===== src/dpcd_pkg.sv =====
`default_nettype none

package dpcd_pkg;

  localparam int LEVEL_BITS_DEFAULT = 8;
  localparam int PHASE_BITS_DEFAULT = 10;

  localparam int FIRST_DELAY_RESET  = 30;
  localparam int SECOND_DELAY_RESET = 565;
  localparam int PHASE_LIMIT_RESET  = 1000;

  localparam int ACTION_BITS    = 2;
  localparam int CFG_INDEX_BITS = 2;

  typedef enum logic [ACTION_BITS-1:0] {
    ACT_TICK       = 2'd0,
    ACT_ZERO_CROSS = 2'd1,
    ACT_SET_LEVELS = 2'd2
  } action_t;

  typedef enum logic [CFG_INDEX_BITS-1:0] {
    REG_FIRST_FIRE_DELAY  = 2'd0,
    REG_SECOND_FIRE_DELAY = 2'd1,
    REG_PHASE_LIMIT       = 2'd2
  } cfg_reg_t;

endpackage

`default_nettype wire


===== src/dpcd_cmd_if.sv =====
`default_nettype none

interface dpcd_cmd_if #(
  parameter int LEVEL_BITS = dpcd_pkg::LEVEL_BITS_DEFAULT
);
  logic                               valid;
  logic                               ready;
  logic [dpcd_pkg::ACTION_BITS-1:0]   action;
  logic [LEVEL_BITS-1:0]              level_one;
  logic [LEVEL_BITS-1:0]              level_two;

  modport source (output valid, output action, output level_one, output level_two,
                  input ready);
  modport sink   (input valid, input action, input level_one, input level_two,
                  output ready);
endinterface

`default_nettype wire


===== src/dpcd_drv_if.sv =====
`default_nettype none

interface dpcd_drv_if;
  logic valid;
  logic ready;
  logic drive_one;
  logic drive_two;

  modport source (output valid, output drive_one, output drive_two, input ready);
  modport sink   (input valid, input drive_one, input drive_two, output ready);
endinterface

`default_nettype wire


===== src/dpcd_cfg.sv =====
`default_nettype none

module dpcd_cfg #(
  parameter int PHASE_BITS = dpcd_pkg::PHASE_BITS_DEFAULT
) (
  input  wire logic                                  clk,
  input  wire logic                                  rst,
  input  wire logic                                  cfg_we,
  input  wire logic [dpcd_pkg::CFG_INDEX_BITS-1:0]   cfg_index,
  input  wire logic [PHASE_BITS-1:0]                 cfg_data,
  output logic      [PHASE_BITS-1:0]                 first_fire_delay,
  output logic      [PHASE_BITS-1:0]                 second_fire_delay,
  output logic      [PHASE_BITS-1:0]                 phase_limit
);
  import dpcd_pkg::*;

  always_ff @(posedge clk) begin
    if (rst) begin
      first_fire_delay  <= PHASE_BITS'(FIRST_DELAY_RESET);
      second_fire_delay <= PHASE_BITS'(SECOND_DELAY_RESET);
      phase_limit       <= PHASE_BITS'(PHASE_LIMIT_RESET);
    end else if (cfg_we) begin
      case (cfg_reg_t'(cfg_index))
        REG_FIRST_FIRE_DELAY:  first_fire_delay  <= cfg_data;
        REG_SECOND_FIRE_DELAY: second_fire_delay <= cfg_data;
        REG_PHASE_LIMIT:       phase_limit       <= cfg_data;
        default: ;
      endcase
    end
  end

endmodule

`default_nettype wire


===== src/dpcd_in_reg.sv =====
`default_nettype none

module dpcd_in_reg #(
  parameter int LEVEL_BITS = dpcd_pkg::LEVEL_BITS_DEFAULT
) (
  input  wire logic clk,
  input  wire logic rst,
  dpcd_cmd_if.sink  up,
  dpcd_cmd_if.source down
);
  import dpcd_pkg::*;

  logic                   full;
  logic [ACTION_BITS-1:0] hold_action;
  logic [LEVEL_BITS-1:0]  hold_level_one;
  logic [LEVEL_BITS-1:0]  hold_level_two;

  assign up.ready = !full || down.ready;

  always_ff @(posedge clk) begin
    if (rst) begin
      full <= 1'b0;
    end else if (up.ready) begin
      full <= up.valid;
    end
  end

  always_ff @(posedge clk) begin
    if (up.valid && up.ready) begin
      hold_action    <= up.action;
      hold_level_one <= up.level_one;
      hold_level_two <= up.level_two;
    end
  end

  assign down.valid     = full;
  assign down.action    = hold_action;
  assign down.level_one = hold_level_one;
  assign down.level_two = hold_level_two;

endmodule

`default_nettype wire


===== src/dpcd_engine.sv =====
`default_nettype none

module dpcd_engine #(
  parameter int LEVEL_BITS = dpcd_pkg::LEVEL_BITS_DEFAULT,
  parameter int PHASE_BITS = dpcd_pkg::PHASE_BITS_DEFAULT
) (
  input  wire logic                  clk,
  input  wire logic                  rst,
  input  wire logic [PHASE_BITS-1:0] first_fire_delay,
  input  wire logic [PHASE_BITS-1:0] second_fire_delay,
  input  wire logic [PHASE_BITS-1:0] phase_limit,
  dpcd_cmd_if.sink                   cmd,
  dpcd_drv_if.source                 drv
);
  import dpcd_pkg::*;

  logic                  accept;
  logic [PHASE_BITS-1:0] phase_count, phase_count_next, phase_step;
  logic                  half_rate_toggle, half_rate_toggle_next;
  logic [LEVEL_BITS-1:0] count_one, count_one_next, count_one_fired;
  logic [LEVEL_BITS-1:0] count_two, count_two_next, count_two_fired;
  logic [LEVEL_BITS-1:0] bright_one, bright_one_next;
  logic [LEVEL_BITS-1:0] bright_two, bright_two_next;
  logic                  switch_one, switch_one_next, switch_one_fired;
  logic                  switch_two, switch_two_next, switch_two_fired;
  logic                  fire;
  logic                  out_valid;

  assign cmd.ready = !out_valid || drv.ready;
  assign accept    = cmd.valid && cmd.ready;

  // tick path: phase step, fire check, half-rate count
  assign phase_step = (phase_count < phase_limit) ? phase_count + 1'b1 : phase_count;
  assign fire = (phase_step == first_fire_delay) || (phase_step == second_fire_delay);

  assign count_one_fired  = fire ? '0 : count_one;
  assign count_two_fired  = fire ? '0 : count_two;
  assign switch_one_fired = switch_one || (fire && (bright_one != '0));
  assign switch_two_fired = switch_two || (fire && (bright_two != '0));

  always_comb begin
    phase_count_next      = phase_count;
    half_rate_toggle_next = half_rate_toggle;
    count_one_next        = count_one;
    count_two_next        = count_two;
    bright_one_next       = bright_one;
    bright_two_next       = bright_two;
    switch_one_next       = switch_one;
    switch_two_next       = switch_two;
    case (action_t'(cmd.action))
      ACT_TICK: begin
        phase_count_next      = phase_step;
        half_rate_toggle_next = !half_rate_toggle;
        count_one_next        = count_one_fired;
        count_two_next        = count_two_fired;
        switch_one_next       = switch_one_fired;
        switch_two_next       = switch_two_fired;
        if (half_rate_toggle) begin
          if (count_one_fired >= bright_one) begin
            switch_one_next = 1'b0;
          end else begin
            count_one_next = count_one_fired + 1'b1;
          end
          if (count_two_fired >= bright_two) begin
            switch_two_next = 1'b0;
          end else begin
            count_two_next = count_two_fired + 1'b1;
          end
        end
      end
      ACT_ZERO_CROSS: begin
        phase_count_next = '0;
      end
      ACT_SET_LEVELS: begin
        bright_one_next = cmd.level_one;
        bright_two_next = cmd.level_two;
      end
      default: ;
    endcase
  end

  always_ff @(posedge clk) begin
    if (rst) begin
      phase_count      <= '0;
      half_rate_toggle <= 1'b0;
      count_one        <= '0;
      count_two        <= '0;
      bright_one       <= '0;
      bright_two       <= '0;
      switch_one       <= 1'b0;
      switch_two       <= 1'b0;
    end else if (accept) begin
      phase_count      <= phase_count_next;
      half_rate_toggle <= half_rate_toggle_next;
      count_one        <= count_one_next;
      count_two        <= count_two_next;
      bright_one       <= bright_one_next;
      bright_two       <= bright_two_next;
      switch_one       <= switch_one_next;
      switch_two       <= switch_two_next;
    end
  end

  // result register
  always_ff @(posedge clk) begin
    if (rst) begin
      out_valid <= 1'b0;
    end else if (accept) begin
      out_valid <= 1'b1;
    end else if (drv.ready) begin
      out_valid <= 1'b0;
    end
  end

  assign drv.valid     = out_valid;
  assign drv.drive_one = switch_one;
  assign drv.drive_two = switch_two;

`ifndef SYNTH
  a_beat_gives_result: assert property (@(posedge clk) disable iff (rst)
    accept |=> drv.valid)
    else $error("accepted beat produced no result");

  a_zero_cross_clears: assert property (@(posedge clk) disable iff (rst)
    accept && (cmd.action == ACT_ZERO_CROSS) |=> phase_count == '0)
    else $error("zero-cross did not clear phase counter");

  a_levels_loaded: assert property (@(posedge clk) disable iff (rst)
    accept && (cmd.action == ACT_SET_LEVELS)
    |=> (bright_one == $past(cmd.level_one)) && (bright_two == $past(cmd.level_two)))
    else $error("levels not loaded");

  a_result_matches_state: assert property (@(posedge clk) disable iff (rst)
    drv.valid |-> (drv.drive_one == switch_one) && (drv.drive_two == switch_two))
    else $error("result differs from switch state");
`endif

endmodule

`default_nettype wire


===== src/dual_phase_cut_dimmer.sv =====
// two-channel trailing-edge phase-cut dimmer timer
// cmd channel: one beat per event; action selects timer tick, zero-cross edge
//   or set levels (level_one, level_two taken only for set levels)
// drv channel: one beat per cmd beat, carrying drive_one and drive_two as the
//   switch states right after that event
// config port: cfg_we with cfg_index 0 first fire delay, 1 second fire delay,
//   2 phase limit; index 3 is ignored; write only while the block is idle
// latency: a cmd beat accepted at edge n gives its drv beat valid after edge
//   n+1 (input register, then update logic into the result register)
// throughput: one beat per cycle, set by the single-cycle state update
// reset: phase and channel counters, levels and switches cleared, delays
//   back to 30 and 565, limit back to 1000, both channels idle
// stall: when drv is not taken, the result register holds its beat and the
//   input register takes one more; cmd ready then drops until drv drains
`default_nettype none

module dual_phase_cut_dimmer #(
  parameter int LEVEL_BITS = dpcd_pkg::LEVEL_BITS_DEFAULT,
  parameter int PHASE_BITS = dpcd_pkg::PHASE_BITS_DEFAULT
) (
  input  wire logic                                clk,
  input  wire logic                                rst,
  input  wire logic                                cfg_we,
  input  wire logic [dpcd_pkg::CFG_INDEX_BITS-1:0] cfg_index,
  input  wire logic [PHASE_BITS-1:0]               cfg_data,
  dpcd_cmd_if.sink                                 cmd,
  dpcd_drv_if.source                               drv
);
  import dpcd_pkg::*;

  logic [PHASE_BITS-1:0] first_fire_delay;
  logic [PHASE_BITS-1:0] second_fire_delay;
  logic [PHASE_BITS-1:0] phase_limit;

  dpcd_cmd_if #(.LEVEL_BITS(LEVEL_BITS)) staged ();

  dpcd_cfg #(.PHASE_BITS(PHASE_BITS)) u_cfg (
    .clk               (clk),
    .rst               (rst),
    .cfg_we            (cfg_we),
    .cfg_index         (cfg_index),
    .cfg_data          (cfg_data),
    .first_fire_delay  (first_fire_delay),
    .second_fire_delay (second_fire_delay),
    .phase_limit       (phase_limit)
  );

  dpcd_in_reg #(.LEVEL_BITS(LEVEL_BITS)) u_in_reg (
    .clk  (clk),
    .rst  (rst),
    .up   (cmd),
    .down (staged)
  );

  dpcd_engine #(
    .LEVEL_BITS (LEVEL_BITS),
    .PHASE_BITS (PHASE_BITS)
  ) u_engine (
    .clk               (clk),
    .rst               (rst),
    .first_fire_delay  (first_fire_delay),
    .second_fire_delay (second_fire_delay),
    .phase_limit       (phase_limit),
    .cmd               (staged),
    .drv               (drv)
  );

endmodule

`default_nettype wire


===== src/flat_wrapper.sv =====
// flat-port wrapper written by rule: the top's interface ports become plain ports
module dual_phase_cut_dimmer_flat import dpcd_pkg::*;
#(
  parameter int LEVEL_BITS = dpcd_pkg::LEVEL_BITS_DEFAULT,
  parameter int PHASE_BITS = dpcd_pkg::PHASE_BITS_DEFAULT
)
  (clk, rst, cfg_we, cfg_index, cfg_data, cmd_valid, cmd_action, cmd_level_one, cmd_level_two, cmd_ready, drv_valid, drv_drive_one, drv_drive_two, drv_ready);
  dpcd_cmd_if #(.LEVEL_BITS(LEVEL_BITS)) cmd_i ();
  dpcd_drv_if drv_i ();
  input  wire logic clk;
  input  wire logic rst;
  input  wire logic cfg_we;
  input  wire logic [dpcd_pkg::CFG_INDEX_BITS-1:0] cfg_index;
  input  wire logic [PHASE_BITS-1:0] cfg_data;
  input wire logic [$bits(cmd_i.valid)-1:0] cmd_valid;
  input wire logic [$bits(cmd_i.action)-1:0] cmd_action;
  input wire logic [$bits(cmd_i.level_one)-1:0] cmd_level_one;
  input wire logic [$bits(cmd_i.level_two)-1:0] cmd_level_two;
  output wire logic [$bits(cmd_i.ready)-1:0] cmd_ready;
  output wire logic [$bits(drv_i.valid)-1:0] drv_valid;
  output wire logic [$bits(drv_i.drive_one)-1:0] drv_drive_one;
  output wire logic [$bits(drv_i.drive_two)-1:0] drv_drive_two;
  input wire logic [$bits(drv_i.ready)-1:0] drv_ready;
  assign cmd_i.valid = cmd_valid;
  assign cmd_i.action = cmd_action;
  assign cmd_i.level_one = cmd_level_one;
  assign cmd_i.level_two = cmd_level_two;
  assign cmd_ready = cmd_i.ready;
  assign drv_valid = drv_i.valid;
  assign drv_drive_one = drv_i.drive_one;
  assign drv_drive_two = drv_i.drive_two;
  assign drv_i.ready = drv_ready;
  dual_phase_cut_dimmer #(.LEVEL_BITS(LEVEL_BITS), .PHASE_BITS(PHASE_BITS)) u_core (.clk(clk), .rst(rst), .cfg_we(cfg_we), .cfg_index(cfg_index), .cfg_data(cfg_data), .cmd(cmd_i), .drv(drv_i));
endmodule

===== config.mk =====
export PLATFORM = sky130hd
export DESIGN_NAME = dual_phase_cut_dimmer_flat
export DESIGN_NICKNAME = d
export VERILOG_FILES = /design/src/dpcd_pkg.sv /design/src/dpcd_cmd_if.sv /design/src/dpcd_drv_if.sv /design/src/dpcd_cfg.sv /design/src/dpcd_in_reg.sv /design/src/dpcd_engine.sv /design/src/dual_phase_cut_dimmer.sv /design/src/flat_wrapper.sv
export SDC_FILE = /design/constraint.sdc
export NUM_CORES = 1
export LEC_CHECK = 0
export BUFFER_PORTS_ARGS = -buffer_cell sky130_fd_sc_hd__buf_4
export CAP_MARGIN = 30
export CELL_PAD_IN_SITES_DETAIL_PLACEMENT = 0
export CELL_PAD_IN_SITES_GLOBAL_PLACEMENT = 1
export CORE_MARGIN = 3
export CORE_UTILIZATION = 46
export DETAILED_ROUTE_END_ITERATION = 7
export PLACE_DENSITY = 0.89
export SLEW_MARGIN = 20
export SYNTH_ARGS = -nofsm -noshare
export SYNTH_HDL_FRONTEND = slang
export SYNTH_SLANG_ARGS = --single-unit

===== constraint.sdc =====
create_clock -name clk -period 6.4 [get_ports clk]
set_clock_uncertainty 0.2 [all_clocks]
set_input_delay 1.92 -clock clk [delete_from_list [all_inputs] [get_ports clk]]
set_output_delay 1.92 -clock clk [all_outputs]
set_load 0.05 [all_outputs]

==> run_results.csv, run 1 <==
group,metric,value,unit
run_status,outcome,"finished clean",
worst_setup_path,crit_path_end_kind,"flop",
global_route,grt_pass1_wl,22300,um
clocking,cts_resized,0,
worst_setup_path,worstSetupPathType,"flop to flop",
timing,min_period,5.81,ns
worst_setup_path,path_max_fanout,15,
placed_design,portBuffers,38,
final_layout,syn2layout_area_growth,13.2,%
routing,drtIter0Drc,325,
clocking,cts_htree_levels,3,
yosys,synth.area.top_cells,"dfxtp_1 29%, edfxtp_1 10%, ha_1 6.5%, mux2i_1 5.0%, nand2_1 4.9%",
clocking,cts_buffer_depth,2,
placed_design,dp.final_hpwl,9840,um
clocking,root_buffer,"clkbuf_16",
worst_setup_path,cp_num_buf_inv,0,
worst_setup_path,rrSetupSlack,0.59,ns
global_route,track_usage,0.215,
clocking,cts_buffers,9,
clocking,cts_setup_buffers,0,
global_route,antenna_found_initial,0,
run,drv_cap,0,
die,io_pins,39,
routing,finalWirelength,13300,um
yosys,ys_seq_elements,95,
timing,hold_viol,0,
worst_hold_path,hold_class,"flop to flop",
yosys,yosysMostFrequentCell,"dfxtp_1",
yosys,ys_types,71,
final_layout,utilization,0.548,
worst_hold_path,worstHoldEndpoint,"u_core.u_cfg.phase_limit[1]$_SDFFE_PP0P_",
die,dieArea,13000,um2
worst_setup_path,cp-start-kind,"flop",
worst_setup_path,crit_slowest_cell,"dfxtp_1",
yosys,synth_ff_type,"dfxtp_1",
global_route,grt_overflow,0,
yosys,yosys_warnings,0,
yosys,synth_top_area_share,0.286,
yosys,syn_area,5390,um2
worst_setup_path,crit_chain,"ha_1, a211oi_1, nor2_1, a211oi_4, nand2_2, o22a_1, a2111o_1, o21a_1, and2_1, ha_1, a211oi_1, a21oi_1, a211oi_1, nor2b_1, and4_1, o2111ai_1, or2_2, a21oi_1",
worst_hold_path,hold_path_depth,2,
routing,met2WireLength,6110,um
yosys,avgSynthCellArea,8.62,um2
routing,vias_per_cell,5.76,
routing,wl_per_cell,16.8,um
worst_setup_path,arrival,5.89,ns
clocking,postCtsHoldBufs,0,
pwr,power_density,216,nW/um2
final_layout,antenna_cells,0,
die,die-height,114,um
timing,setup_violations,0,
yosys,async_flop_share,0,
routing,drcViolationCount,0,
die,design.core.area,11100,um2
worst_setup_path,rr_startpoint,"u_core.u_engine.phase_count[7]$_SDFFE_PP0P_",
timing,tightestPinTransition,0.827,ns
routing,dr.pass1.iters,7,
timing,fin_setup_tns,0,ns
clocking,clk_pin_slew_worst_paths,0.07,ns
placed_design,post-place-ws,0.679,ns
worst_hold_path,holdCritStartpoint,"u_core.u_cfg.phase_limit[1]$_SDFFE_PP0P_",
die,start_util,0.484,
die,rows,38,
timing,drv_slew,0,
die,die_width,114,um
pwr,ir_worst_vdd,0.183,mV
yosys,syn_nets,688,
timing,relSlewSlack,0.445,
timing,fmax,0.172,GHz
worst_setup_path,critPathTopFamily,"compound AO/OA/AOI/OAI gates",
worst_setup_path,cp.required,6.49,ns
timing,grt_setup_unrepaired,"no",
timing,fin_crit_sh,0.907,
worst_setup_path,r2r_cells,18,
final_layout,final_nets,712,
timing,hold_ws,0.263,ns
worst_setup_path,path_common_cell,"a211oi_1",
yosys,synth-edff-count,18,
clocking,clock_sinks,95,
yosys,synth_cells,625,
global_route,grt_pass1_vias,4412,
routing,dr.max_layer_used,"met4",
worst_setup_path,r2r_end,"u_core.u_engine.count_two[5]$_SDFFE_PP0P_",
routing,met1_length,6510,um
clocking,worstSkewPairLatency,0.35,ns
timing,layout_setup_ws,0.595,ns
routing,met3WireLength,539,um
worst_setup_path,slowest_delay,0.55,ns
routing,num_vias,4576,
yosys,yosysTopAreaCell,"dfxtp_1",
yosys,ys_seq_area_frac,0.387,
clocking,tritoncts,"built",
global_route,grt_max_degree,62,
routing,postRouteAntennaNets,0,
pwr,p_leak,2.46,nW
final_layout,final_layout_size_suffix_gt1_frac,0.127,
placed_design,place_congestion,0.890,
yosys,synthTopCellsByCount,"77 x dfxtp_1, 71 x nand2_1, 56 x nor2_1",
[metal layers]
metal	vias to the layer above	track usage
met1	2197	0.309
met3	12	0.0418
met2	86	0.328
met5	-	0
li1	2281	-
met4	0	0.0625
[flip-flops by register name (all words and copies together) (netlist names), 10 cells and up]
register / cells
u_core.u_cfg.phase_limit: 10
u_core.u_cfg.second_fire_delay: 10
u_core.u_engine.phase_count: 10
u_core.u_cfg.first_fire_delay: 10
[cell usage in the layout (no fill, tap or decap), types with 5 or more instances in the layout]
master | Yosys | routed
inv_1 | 32 | 32
nor4_1 | 9 | 9
a211oi_1 | 10 | 10
and4_1 | 6 | 6
and3_1 | 7 | 7
and2_1 | 17 | 17
nand2_1 | 71 | 71
nor2_1 | 56 | 56
xnor2_1 | 16 | 16
a31oi_1 | 7 | 7
nand2b_1 | 6 | 6
xor2_1 | 8 | 8
o21ai_0 | 19 | 19
dfxtp_1 | 77 | 77
edfxtp_1 | 18 | 18
mux2i_1 | 27 | 27
nor2b_1 | 11 | 11
buf_4 | 0 | 48
or3_1 | 9 | 9
a21oi_1 | 36 | 36
ha_1 | 28 | 28
a21o_1 | 5 | 5
clkbuf_16 | 0 | 9
nand3_1 | 19 | 19
nor3_1 | 9 | 9
nand4_1 | 13 | 13
o211ai_1 | 10 | 10
[worst max-delay path by stage]
stage                                           startpoint                                   endpoint  slack [ns]  cells past startpoint
2_1_floorplan  u_core.u_engine.phase_count[9]$_SDFFE_PP0P_  u_core.u_engine.count_two[5]$_SDFFE_PP0P_        1.33                     21
4_1_cts        u_core.u_engine.phase_count[7]$_SDFFE_PP0P_  u_core.u_engine.count_two[4]$_SDFFE_PP0P_        0.64                     18
5_1_grt        u_core.u_engine.phase_count[7]$_SDFFE_PP0P_  u_core.u_engine.count_two[5]$_SDFFE_PP0P_        0.15                     18
3_5_place_dp   u_core.u_engine.phase_count[7]$_SDFFE_PP0P_  u_core.u_engine.count_two[5]$_SDFFE_PP0P_        0.68                     18
6_report       u_core.u_engine.phase_count[7]$_SDFFE_PP0P_  u_core.u_engine.count_two[5]$_SDFFE_PP0P_        0.59                     18
3_3_place_gp   u_core.u_engine.phase_count[7]$_SDFFE_PP0P_  u_core.u_engine.count_two[5]$_SDFFE_PP0P_        0.76                     18
[report_power, final]
| group | switching, mW | internal (mW) | leakage, nW |
|---|---|---|---|
| sequential | 0.0176 | 0.631 | 0.801 |
| clock | 0.247 | 0.310 | 0.146 |
| combinational | 0.0623 | 0.0503 | 1.51 |
| total | 0.327 | 0.992 | 2.46 |
[worst register-to-register path, stage by stage (launching register included)]
cell,delay [ns]
dfxtp_1,0.55
ha_1,0.32
a211oi_1,0.25
nor2_1,0.15
a211oi_4,0.37
nand2_2,0.22
o22a_1,0.22
a2111o_1,0.49
o21a_1,0.38
and2_1,0.25
ha_1,0.31
a211oi_1,0.25
a21oi_1,0.10
a211oi_1,0.42
nor2b_1,0.46
and4_1,0.26
o2111ai_1,0.13
or2_2,0.29
a21oi_1,0.13
[cell type report]
type                            count  area [um2]
Clock inverter                      6        75.1
Fill cell                        1082        5030
Sequential cell                    95        2080
Multi-Input combinational cell    460        3030
Clock buffer                       10         229
Tap cell                          140         175
Inverter                           33         124
Timing Repair Buffer               50         383
[per-stage QoR]
stage               power (mW)  std cells  area [um2]
finish                    1.32        794        6100
global route              1.37        794        6100
CTS                       1.33        794        6100
detailed placement       0.775        778        5790
global placement         0.770        776        5770
floorplan                0.730        625        5390
[cell families after synthesis]
group / count (synthesis) / share of synthesized area
XOR/XNOR: 24 / 0.0390
AO/OA/AOI/OAI: 124 / 0.159
AND/OR/NAND/NOR: 256 / 0.246
flip-flops: 95 / 0.387
adder cells (fa/ha/maj): 28 / 0.0650
buffers and inverters: 70 / 0.0523
multiplexers: 28 / 0.0523
Note: power is estimated with default switching activity, not from simulation.
==> run 2, diff against run 1 <==
Settings changed: CELL_PAD_IN_SITES_DETAIL_PLACEMENT 0 to 2, CELL_PAD_IN_SITES_GLOBAL_PLACEMENT 1 to 2, CORE_ASPECT_RATIO from default to 1.5, CORE_UTILIZATION 46 to 37, PLACE_DENSITY 0.89 to 0.88, SLEW_MARGIN 20 to 25.
==> run 2 against run 1 <==
Non-clock buffer count shrank 3. Global-route usage grew 1.4 points. Cell area rose by 1.1%. Cell count increased by 6.2%. Sequential power hardly changed. First-iteration DRC count shrank 52%. Die area is 23% higher. Sequential share of layout area decreased by 0.39 points. Hold slack better by 0.0041 ns. Power increased by 2.5%. Sequential cell count unchanged. Core utilization shrank 11 points. Critical path type unchanged. Critical endpoint is now u_core.u_engine.count_one[4]$_SDFFE_PP0P_. Largest power group unchanged. Highest routed layer unchanged.
==> run_results.csv, run 2 (synthesis gave the netlist of run 1 again) <==
group,metric,value,unit
pwr,power_density,219,nW/um2
die,rows,53,
clocking,worstSkewPairLatency,0.36,ns
routing,met3WireLength,568,um
routing,drtIter0Drc,157,
global_route,grt_max_degree,62,
worst_setup_path,crit_path_end_kind,"flop",
routing,dr.max_layer_used,"met4",
routing,wl_per_cell,21.2,um
routing,met1_length,6460,um
timing,min_period,5.89,ns
timing,fin_setup_tns,0,ns
routing,dr.pass1.iters,5,
worst_setup_path,worstSetupPathType,"flop to flop",
routing,met2WireLength,10100,um
routing,vias_per_cell,5.74,
die,die_width,105,um
clocking,tritoncts,"built",
worst_setup_path,arrival,5.97,ns
routing,finalWirelength,17900,um
timing,hold_viol,0,
timing,drv_slew,0,
timing,grt_setup_unrepaired,"no",
placed_design,place_congestion,0.892,
clocking,cts_buffers,9,
timing,setup_violations,0,
worst_setup_path,path_max_fanout,27,
run_status,outcome,"finished clean",
clocking,cts_buffer_depth,2,
clocking,clk_pin_slew_worst_paths,0.06,ns
routing,drcViolationCount,0,
worst_setup_path,cp-start-kind,"flop",
clocking,cts_htree_levels,3,
final_layout,final_common_cell,"dfxtp_1",
pwr,p_comb_frac,0.090,
die,dieArea,16100,um2
timing,relSlewSlack,0.358,
placed_design,dp_cells,827,
die,design.core.area,14100,um2
pwr,totalPowerFinal,1.35,mW
placed_design,portBuffers,38,
pwr,p_int,1.02,mW
global_route,track_usage,0.229,
pwr,ir_worst_vdd,0.149,mV
run,drv_cap,0,
die,die-height,154,um
final_layout,syn2layout_area_growth,14.5,%
final_layout,final_cell_mix,"77 x dfxtp_1, 71 x nand2_1, 56 x nor2_1, 46 x buf_4, 36 x a21oi_1",
pwr,p_leak,2.45,nW
die,io_pins,39,
routing,num_vias,4841,
final_layout,final_layout_size_suffix_gt1_frac,0.126,
placed_design,dp.final_hpwl,12800,um
pwr,p_seq_frac,0.481,
pwr,swShare,0.244,
die,start_util,0.381,
global_route,grt_overflow,0,
pwr,netSwitchingPower,330,uW
global_route,grt_pass1_vias,5468,
final_layout,final_nets,709,
clocking,clock_sinks,95,
pwr,p_clk_frac,0.429,
global_route,antenna_found_initial,0,
timing,tightestPinTransition,0.958,ns
timing,fmax,0.170,GHz
final_layout,layoutNonFillerInstCount,843,
clocking,cts_setup_buffers,0,
global_route,grt_pass1_wl,29000,um
worst_hold_path,hold_class,"flop to flop",
clocking,root_buffer,"clkbuf_16",
final_layout,antenna_cells,0,
worst_setup_path,cp.required,6.48,ns
routing,postRouteAntennaNets,0,
timing,fin_crit_sh,0.920,
run 2: cell count changes in the layout (fill, tap and decap cells not counted), sizes merged:
cell | before | now
buf | 50 | 47
clkbuf | 10 | 14
clkinv | 1 | 2
clkinvlp | 1 | 0
inv | 36 | 32
run 2: power by group through the flow:
stage | logic, mW | registers [mW] | clock network (mW)
floorplan | 0.0735 | 0.657 | 0
global placement | 0.111 | 0.662 | 0
detailed placement | 0.119 | 0.664 | 0
CTS | 0.123 | 0.651 | 0.591
global route | 0.136 | 0.654 | 0.610
finish | 0.121 | 0.651 | 0.579
run 2: through the flow:
step / cell area [um2] / worst slack [ns] / hold slack, ns / utilization
after CTS: 6140 / 0.0223 / 0.270 / 0.435
after floorplan: 5390 / 1.33 / 0.236 / -
after global routing: 6170 / 0.103 / 0.282 / 0.437
after global placement: 5820 / 0.517 / 0.250 / 0.412
final: 6170 / 0.512 / 0.267 / 0.437
after detailed placement: 5830 / 0.154 / 0.257 / 0.413
run 2: critical path: stages (launching register included):
cell      delay (ns)
dfxtp_1         0.60
ha_1            0.33
a21oi_1         0.17
o21ai_0         0.14
nor2b_1         0.15
buf_4           0.19
nor4_1          0.39
a311oi_1        0.11
a2111o_1        0.51
o21a_4          0.36
nand2_1         0.14
ha_1            0.24
nand2b_1        0.14
a21o_1          0.18
a21o_1          0.17
a211oi_1        0.31
o21ai_0         0.19
a21boi_0        0.31
buf_4           0.24
nand4_1         0.14
or4_1           0.42
a31oi_1         0.17
run 2: worst paths after layout:
kind	start	to	slack [ns]	cells after the start
setup reg to reg	u_core.u_engine.phase_count[5]$_SDFFE_PP0P_	u_core.u_engine.count_one[4]$_SDFFE_PP0P_	0.51	21
setup / recovery	u_core.u_engine.phase_count[5]$_SDFFE_PP0P_	u_core.u_engine.count_one[4]$_SDFFE_PP0P_	0.51	21
hold / removal	u_core.u_cfg.phase_limit[2]$_SDFFE_PP0P_	u_core.u_cfg.phase_limit[2]$_SDFFE_PP0P_	0.27	2
hold reg to reg	u_core.u_cfg.phase_limit[2]$_SDFFE_PP0P_	u_core.u_cfg.phase_limit[2]$_SDFFE_PP0P_	0.27	2
run 2: cell type report:
cell class / count / area, um2
clock buffer: 14 / 275
clock inverter: 2 / 38.8
multi-input combinational: 460 / 3050
sequential: 95 / 2080
tap: 192 / 240
inverter: 33 / 124
timing repair buffer: 47 / 357
fill: 1566 / 7960
run 2: per-layer routing:
metal / vias to the layer above / track usage
met4: 0 / 0.118
met2: 119 / 0.449
met1: 2404 / 0.227
li1: 2264 / -
met5: - / 0
met3: 54 / 0.0361
run 2: repair_timing:
item | 4_1_cts | 5_1_grt
setup endpoints to repair | 0 | 11
resized for setup | 0 | 5
hold buffers | 0 | 0
